==> config.mk <==
export PLATFORM = sky130hd
export DESIGN_NAME = slot_reservation_table
export DESIGN_NICKNAME = d
export VERILOG_FILES = /design/src/srt_pkg.sv /design/src/srt_ctrl.sv /design/src/srt_datapath.sv /design/src/slot_reservation_table.sv
export SDC_FILE = /design/constraint.sdc
export NUM_CORES = 2
export LEC_CHECK = 0
export BUFFER_PORTS_ARGS = -buffer_cell sky130_fd_sc_hd__buf_4
export CAP_MARGIN = 0
export CORE_MARGIN = 5
export CORE_UTILIZATION = 42
export CTS_BUF_LIST = sky130_fd_sc_hd__clkbuf_4 sky130_fd_sc_hd__clkbuf_8
export DETAILED_ROUTE_END_ITERATION = 6
export GPL_ROUTABILITY_DRIVEN = 0
export PLACE_DENSITY = 0.55
export SLEW_MARGIN = 20
export SYNTH_ARGS = -nofsm -noshare
export SYNTH_HDL_FRONTEND = slang
export SYNTH_SLANG_ARGS = --single-unit
==> constraint.sdc <==
create_clock -name clock -period 7.15 [get_ports clock]
set_input_delay 0.715 -clock clock [delete_from_list [all_inputs] [get_ports clock]]
set_output_delay 0.715 -clock clock [all_outputs]
set_load 0.02 [all_outputs]
==> src/srt_pkg.sv <==
// Shared types and codes for the slot reservation table.
// Used by srt_ctrl, srt_datapath and slot_reservation_table; no dependencies.
package srt_pkg;

   localparam logic [2:0] ST_OK       = 3'd0;
   localparam logic [2:0] ST_INVALID  = 3'd1;
   localparam logic [2:0] ST_CLASH    = 3'd2;
   localparam logic [2:0] ST_FULL     = 3'd3;
   localparam logic [2:0] ST_NOTFOUND = 3'd4;

   localparam logic       KIND_ADD   = 1'b0;
   localparam logic       KIND_ERASE = 1'b1;

   localparam logic [15:0] IDENT_MAX = 16'hFFFF;

   typedef struct packed {
      logic              kind;
      logic [7:0]        chan;
      logic              chan_given;
      logic              title_given;
      logic signed [7:0] start_slot;
      logic [6:0]        length_slots;
      logic [15:0]       target_id;
   } req_type;

   typedef struct packed {
      logic [2:0]  status;
      logic [15:0] assigned_id;
      logic [6:0]  entries_used;
   } rsp_type;

   typedef struct packed {
      logic capture;
      logic clear_step;
      logic scan_issue;
      logic commit;
   } cmd_type;

   typedef struct packed {
      logic addr_last;
      logic quick;
      logic rsp_busy;
   } sts_type;

endpackage

==> src/srt_ctrl.sv <==
// Sequencer for the slot reservation table: clearing pass, table scan, commit.
// Depends on srt_pkg; drives srt_datapath through cmd_type / sts_type.
module srt_ctrl (
   input  logic            clock,
   input  logic            reset,
   input  logic            req_valid,
   output logic            req_ready,
   input  srt_pkg::sts_type sts,
   output srt_pkg::cmd_type cmd
);

   typedef enum logic [5:0] {
      CLEAR  = 6'b000001,
      IDLE   = 6'b000010,
      CHECK  = 6'b000100,
      SCAN   = 6'b001000,
      DRAIN  = 6'b010000,
      FINISH = 6'b100000
   } state_type;

   state_type state_ff;
   state_type state_in;

   always_ff @(posedge clock) begin
      if (reset) begin
         state_ff <= CLEAR;
      end else begin
         state_ff <= state_in;
      end
   end

   always_comb begin
      state_in       = state_ff;
      cmd            = '0;
      req_ready      = 1'b0;
      unique case (state_ff)
         CLEAR: begin
            cmd.clear_step = 1'b1;
            if (sts.addr_last) begin
               state_in = IDLE;
            end
         end
         IDLE: begin
            req_ready = 1'b1;
            if (req_valid) begin
               cmd.capture = 1'b1;
               state_in    = CHECK;
            end
         end
         CHECK: begin
            if (sts.quick) begin
               state_in = FINISH;
            end else begin
               state_in = SCAN;
            end
         end
         SCAN: begin
            cmd.scan_issue = 1'b1;
            if (sts.addr_last) begin
               state_in = DRAIN;
            end
         end
         DRAIN: begin
            state_in = FINISH;
         end
         FINISH: begin
            if (!sts.rsp_busy) begin
               cmd.commit = 1'b1;
               state_in   = IDLE;
            end
         end
         default: begin
            state_in = CLEAR;
         end
      endcase
   end

endmodule

==> src/srt_datapath.sv <==
// Booking memory, scan evaluation, counters and result register.
// Depends on srt_pkg; steered by srt_ctrl.
module srt_datapath #(
   parameter int ENTRIES       = 64,
   parameter int SLOTS_PER_DAY = 96,
   parameter int CHAN_BITS     = 8
) (
   input  logic             clock,
   input  logic             reset,
   input  srt_pkg::cmd_type cmd,
   output srt_pkg::sts_type sts,
   input  srt_pkg::req_type req_data,
   output logic             rsp_valid,
   input  logic             rsp_ready,
   output srt_pkg::rsp_type rsp_data
);

   localparam int IDX_BITS = (ENTRIES > 1) ? $clog2(ENTRIES) : 1;
   localparam int CNT_BITS = $clog2(ENTRIES + 1);
   localparam int CB       = (CHAN_BITS < 8) ? CHAN_BITS : 8;
   localparam logic [7:0] SPD = 8'(SLOTS_PER_DAY);

   typedef struct packed {
      logic          valid;
      logic [CB-1:0] chan;
      logic [6:0]    start;
      logic [6:0]    length;
      logic [15:0]   ident;
   } entry_type;

   entry_type mem [ENTRIES];

   srt_pkg::req_type     req_ff;
   srt_pkg::rsp_type     rsp_ff;
   logic                 rsp_valid_ff;
   logic [IDX_BITS-1:0]  addr_ff;
   entry_type            rd_data_ff;
   logic [IDX_BITS-1:0]  rd_idx_ff;
   logic                 rd_live_ff;
   logic                 clash_ff;
   logic                 free_found_ff;
   logic [IDX_BITS-1:0]  free_idx_ff;
   logic                 hit_found_ff;
   logic [IDX_BITS-1:0]  hit_idx_ff;
   logic [CNT_BITS-1:0]  used_ff;
   logic [CNT_BITS-1:0]  used_in;
   logic [15:0]          next_id_ff;
   logic [15:0]          next_id_in;

   logic                 addr_last;
   logic                 invalid;
   logic                 full;
   logic [7:0]           room;
   logic                 overlap;
   logic [7:0]           s1;
   logic [7:0]           l1;
   logic [7:0]           s2;
   logic [7:0]           l2;
   logic                 chan_match;
   logic                 mem_we;
   logic [IDX_BITS-1:0]  mem_wa;
   entry_type            mem_wd;
   logic                 do_write;
   logic [IDX_BITS-1:0]  commit_idx;
   entry_type            commit_entry;
   logic [2:0]           res_status;
   logic [15:0]          res_id;

   assign addr_last = (addr_ff == IDX_BITS'(ENTRIES - 1));

   assign room    = SPD - {1'b0, req_ff.start_slot[6:0]};
   assign invalid = req_ff.start_slot[7] || !req_ff.title_given || !req_ff.chan_given
                    || ({1'b0, req_ff.start_slot[6:0]} >= SPD)
                    || ({1'b0, req_ff.length_slots} > room);
   assign full    = (used_ff >= CNT_BITS'(ENTRIES)) || (next_id_ff == srt_pkg::IDENT_MAX);

   assign sts.addr_last = addr_last;
   assign sts.quick     = (req_ff.kind == srt_pkg::KIND_ADD) && (invalid || full);
   assign sts.rsp_busy  = rsp_valid_ff && !rsp_ready;

   assign s1 = {1'b0, req_ff.start_slot[6:0]};
   assign l1 = {1'b0, req_ff.length_slots};
   assign s2 = {1'b0, rd_data_ff.start};
   assign l2 = {1'b0, rd_data_ff.length};
   assign overlap = (s1 == s2) || ((s1 > s2) && (s1 < s2 + l2))
                    || ((s2 > s1) && (s2 < s1 + l1));
   assign chan_match = (rd_data_ff.chan == req_ff.chan[CB-1:0]);

   always_ff @(posedge clock) begin
      if (reset) begin
         addr_ff <= '0;
      end else if (cmd.capture) begin
         addr_ff <= '0;
      end else if (cmd.clear_step || cmd.scan_issue) begin
         addr_ff <= addr_last ? '0 : addr_ff + 1'b1;
      end
   end

   always_ff @(posedge clock) begin
      if (cmd.capture) begin
         req_ff <= req_data;
      end
   end

   always_ff @(posedge clock) begin
      if (mem_we) begin
         mem[mem_wa] <= mem_wd;
      end
      rd_data_ff <= mem[addr_ff];
      rd_idx_ff  <= addr_ff;
   end

   always_ff @(posedge clock) begin
      if (reset) begin
         rd_live_ff <= 1'b0;
      end else begin
         rd_live_ff <= cmd.scan_issue;
      end
   end

   always_ff @(posedge clock) begin
      if (reset || cmd.capture) begin
         clash_ff      <= 1'b0;
         free_found_ff <= 1'b0;
         hit_found_ff  <= 1'b0;
      end else if (rd_live_ff) begin
         if (!rd_data_ff.valid) begin
            if (!free_found_ff) begin
               free_found_ff <= 1'b1;
               free_idx_ff   <= rd_idx_ff;
            end
         end else begin
            if (chan_match && overlap) begin
               clash_ff <= 1'b1;
            end
            if (!hit_found_ff && rd_data_ff.ident == req_ff.target_id) begin
               hit_found_ff <= 1'b1;
               hit_idx_ff   <= rd_idx_ff;
            end
         end
      end
   end

   always_comb begin
      res_status   = srt_pkg::ST_OK;
      res_id       = '0;
      do_write     = 1'b0;
      commit_idx   = free_idx_ff;
      commit_entry = '0;
      used_in      = used_ff;
      next_id_in   = next_id_ff;
      if (req_ff.kind == srt_pkg::KIND_ADD) begin
         priority if (invalid) begin
            res_status = srt_pkg::ST_INVALID;
         end else if (full) begin
            res_status = srt_pkg::ST_FULL;
         end else if (clash_ff) begin
            res_status = srt_pkg::ST_CLASH;
         end else if (!free_found_ff) begin
            res_status = srt_pkg::ST_FULL;
         end else begin
            next_id_in          = next_id_ff + 16'd1;
            res_id              = next_id_in;
            do_write            = 1'b1;
            commit_entry.valid  = 1'b1;
            commit_entry.chan   = req_ff.chan[CB-1:0];
            commit_entry.start  = req_ff.start_slot[6:0];
            commit_entry.length = req_ff.length_slots;
            commit_entry.ident  = next_id_in;
            used_in             = used_ff + 1'b1;
         end
      end else begin
         commit_idx = hit_idx_ff;
         if (hit_found_ff) begin
            do_write = 1'b1;
            used_in  = used_ff - 1'b1;
         end else begin
            res_status = srt_pkg::ST_NOTFOUND;
         end
      end
   end

   always_comb begin
      mem_we = cmd.clear_step || (cmd.commit && do_write);
      mem_wa = cmd.clear_step ? addr_ff : commit_idx;
      mem_wd = cmd.clear_step ? entry_type'('0) : commit_entry;
   end

   always_ff @(posedge clock) begin
      if (reset) begin
         used_ff    <= '0;
         next_id_ff <= '0;
      end else if (cmd.commit) begin
         used_ff    <= used_in;
         next_id_ff <= next_id_in;
      end
   end

   always_ff @(posedge clock) begin
      if (reset) begin
         rsp_valid_ff <= 1'b0;
      end else if (cmd.commit) begin
         rsp_valid_ff <= 1'b1;
      end else if (rsp_ready) begin
         rsp_valid_ff <= 1'b0;
      end
   end

   always_ff @(posedge clock) begin
      if (cmd.commit) begin
         rsp_ff.status       <= res_status;
         rsp_ff.assigned_id  <= res_id;
         rsp_ff.entries_used <= 7'(used_in);
      end
   end

   assign rsp_valid = rsp_valid_ff;
   assign rsp_data  = rsp_ff;

endmodule

==> src/slot_reservation_table.sv <==
// Slot reservation table top level: joins srt_ctrl and srt_datapath.
// Depends on srt_pkg, srt_ctrl and srt_datapath.
//
// Holds up to ENTRIES bookings, each an interval of quarter-hour slots on a
// channel. An add item is checked for range and presence, then for a full
// table or exhausted ids, then for a clash on the same channel; an erase
// item frees the booking with the given id. Every item gives one result.
// After reset the booking memory is cleared one entry per cycle, and no
// item is taken until that pass ends. Each item is resolved by a scan of
// the booking memory, one entry per cycle, and the next item is accepted
// only once it is committed; an add refused on range or fullness skips the
// scan. A result waits in an output register, and the next item is taken
// while it waits.
module slot_reservation_table #(
   parameter int ENTRIES       = 64,
   parameter int SLOTS_PER_DAY = 96,
   parameter int CHAN_BITS     = 8
) (
   input  logic             clock,
   input  logic             reset,
   input  logic             req_valid,
   output logic             req_ready,
   input  srt_pkg::req_type req_data,
   output logic             rsp_valid,
   input  logic             rsp_ready,
   output srt_pkg::rsp_type rsp_data
);

   srt_pkg::cmd_type cmd;
   srt_pkg::sts_type sts;

   srt_ctrl u_ctrl (
      .clock     (clock),
      .reset     (reset),
      .req_valid (req_valid),
      .req_ready (req_ready),
      .sts       (sts),
      .cmd       (cmd)
   );

   srt_datapath #(
      .ENTRIES       (ENTRIES),
      .SLOTS_PER_DAY (SLOTS_PER_DAY),
      .CHAN_BITS     (CHAN_BITS)
   ) u_datapath (
      .clock     (clock),
      .reset     (reset),
      .cmd       (cmd),
      .sts       (sts),
      .req_data  (req_data),
      .rsp_valid (rsp_valid),
      .rsp_ready (rsp_ready),
      .rsp_data  (rsp_data)
   );

endmodule

==> flow_metrics.tcl <==
set metrics [dict create \
    start_kind "flip-flop" \
    drive_gt1_frac 0.310 \
    antenna_found_initial 16 \
    path_class "reg -> reg" \
    num_vias 51100 \
    start_util 0.422 \
    synth_area_mm2 0.102 \
    slew_violations 0 \
    synthTopCellsByArea "edfxtp_1 76%, mux4_2 14%, dfxtp_1 1.7%" \
    yosysTopAreaCell "edfxtp_1" \
    power_density_mw_per_mm2 300 \
    clkTransAtPathRegs_ns 0.06 \
    max_freq_ghz 0.198 \
    ys_seq_area_frac 0.776 \
    cp.arrival_ns 5.75 \
    setup_tns_ns 0 \
    cts_resized 0 \
    grt_pass1_vias 52200 \
    reg2reg_depth 15 \
    post_layout_nonfiller_instances 8705 \
    die_area_mm2 0.252 \
    fin_total_pwr_uw 34900 \
    cts_buffers 438 \
    cts_tree "yes" \
    final_common_cell "edfxtp_1" \
    setup_ws_ns 2.10 \
    die_width_um 502 \
    synth-async-reset-ratio 0 \
    htree_levels 5 \
    cts_buffer_depth 4 \
    rsz0062_at_grt "no" \
    final_cell_mix "2,576 x edfxtp_1, 624 x mux4_2, 461 x clkbuf_8" \
    grt_max_degree 114 \
    hpwl_um 158000 \
    placed_cells 7879 \
    drt-total-wl_um 279000 \
    hp-class "in -> reg" \
    root_buffer "clkbuf_8" \
    wire_per_inst_um 32.0 \
    synth_edf_count 2576 \
    crit_path_end "u_datapath.mem[39][13]" \
    maxCapViolations 0 \
    synth_top_area_share 0.760 \
    synth.yosys.warnings 0 \
    status "finished, final reports clean" \
    synth_fp_nets 4770 \
    grtUsageTotal 0.220 \
    core_mm2 0.241 \
    finalCritPeriodShare 0.707 \
    worstPathRequired_ns 7.85 \
    tightest_slew_ns 1.21 \
    postCtsSetupBuffers 0 \
    rows 180 \
    setup_viol 0 \
    cts.sinks 2661 \
    regToRegStartpoint "u_datapath.req_ff[24]" \
    reg2reg_to "u_datapath.mem[39][13]" \
    syn_area_per_cell_um2 21.8 \
    io_buffers 73 \
    drt_first_iter_violations 5357 \
    skew_ns 0.0795 \
    reg2reg_slack_ns 2.10 \
    ant_nets 0 \
    postSynthCellCount 4676 \
    io_pins 74 \
    drt-pass1-iter-count 5 \
    startpoint "u_datapath.req_ff[24]" \
    hold_buffers 46 \
    synth-seq-cells 2661 \
    nets 5274 \
    p_leak_uw 0.0404 \
    slew-limit-headroom 0.185 \
    area_growth_pct 14.2 \
    gr-total-overflow 0 \
    hold_viol_final 0 \
    min_period_ns 5.05 \
    viasPerCell 5.87 \
    die_h_um 502 \
    dp_worst_setup_slack_ns 2.10 \
    final_util 0.483 \
    cp_max_fo 33 \
    synth_ff_type "edfxtp_1" \
    drc 0 \
    vdd.ir_drop.worst_mv 0.220 \
    yosysUniqueCellTypes 65 \
    clock_latency_ns 1.11 \
    end_kind "flip-flop" \
    grt_pass1_wl_um 393000 \
]
==> registers in the layout (all words and copies together), names as in the netlist, 6 cells and up <==
signal                  count
u_datapath.mem           2496
u_datapath.req_ff          35
u_datapath.rd_data_ff      32
u_datapath.rsp_data        26
u_datapath.next_id_ff      16
u_datapath.l1               7
u_datapath.l2               7
u_datapath.used_ff          7
u_ctrl.state_ff             6
u_datapath.addr_ff          6
u_datapath.free_idx_ff      6
u_datapath.hit_idx_ff       6
u_datapath.rd_idx_ff        6
==> synthesized netlist by cell type (10+ instances only) <==
cell type / n
a21oi_1: 95
a221oi_1: 70
a22o_1: 64
a22oi_1: 131
a31oi_1: 12
and2_1: 14
and3_1: 23
buf_1: 25
buf_2: 78
buf_4: 10
clkbuf_1: 144
dfxtp_1: 85
edfxtp_1: 2576
ha_1: 46
inv_1: 26
mux2i_1: 16
mux4_2: 624
nand2_1: 71
nand2b_1: 14
nand3_1: 32
nand3b_1: 11
nor2_1: 108
nor3_1: 76
nor4_1: 24
o21ai_0: 41
o221ai_1: 23
o22ai_1: 51
or3_1: 20
xnor2_1: 43
xor2_1: 36
==> power breakdown <==
group          switching (uW)  internal [uW]  leakage [uW]
logic                    2890           1630       0.00776
registers                 248          17400        0.0282
clock network            5870           6870       0.00439
total                    9010          25900        0.0404
==> layer usage <==
| metal | up-vias | wire length, um | GRT usage | part of all wire |
|---|---|---|---|---|
| met3 | 359 | 19900 | 0.0373 | 0.071 |
| li1 | 20900 | - | - | - |
| met4 | 2 | 6780 | 0.0609 | 0.024 |
| met1 | 27600 | 117000 | 0.310 | 0.42 |
| met2 | 2169 | 135000 | 0.357 | 0.48 |
| met5 | - | 13 | 0 | 0.000047 |
==> worst min path at each step <==
| stage | slack [ns] | from | endpoint | cells past startpoint |
|---|---|---|---|---|
| after floorplan | 0.33 | u_datapath.addr_ff[4] | u_datapath.rd_idx_ff[4] | 0 |
| after global placement | 0.40 | u_datapath.rd_idx_ff[2] | u_datapath.free_idx_ff[2] | 0 |
| after detailed placement | 0.41 | u_datapath.rd_idx_ff[0] | u_datapath.hit_idx_ff[0] | 0 |
| after CTS | 0.20 | req_data[2] | u_datapath.req_ff[2] | 2 |
| after global routing | 0.26 | req_data[13] | u_datapath.req_ff[13] | 2 |
| final | 0.35 | req_data[2] | u_datapath.req_ff[2] | 2 |
==> final cells by class <==
class	instances	area, um2
Clock inverter	147	777
Tap cell	3185	3990
Clock buffer	611	7470
Antenna cell	22	55.1
Multi-Input combinational cell	1722	22100
Fill cell	19700	125000
Inverter	26	97.6
Sequential cell	2661	79100
Timing Repair Buffer	331	2770
==> worst max-delay path: stages (launching register included) <==
cell and delay, ns:
edfxtp_1 0.52, inv_1 0.18, ha_1 0.22, nand2_1 0.09
o21ai_0 0.20, xnor2_1 0.09, ha_1 0.32, nand3_1 0.12
or2_1 0.26, a21o_1 0.22, or4_4 0.60, nand2_4 0.17
nor2_8 0.11, buf_4 0.31, nor3_2 0.52, buf_4 0.68
==> metrics by stage <==
stage          hold WS, ns  area (um2)
6_report             0.353      116000
2_1_floorplan        0.329      102000
3_3_place_gp         0.405      108000
3_5_place_dp         0.415      108000
4_1_cts              0.199      116000
5_1_grt              0.257      116000
==> kinds of logic after synthesis <==
logic type | after synthesis | share of synthesized area
DFF | 2661 | 0.776
buffers and inverters | 293 | 0.0128
muxes | 641 | 0.140
and+or+nand+nor | 437 | 0.0220
adders and majority gates | 48 | 0.00605
xor gates and xnor gates | 79 | 0.00680
AOI/OAI and AO/OA | 517 | 0.0361
Note: power is estimated with default switching activity, not from simulation.
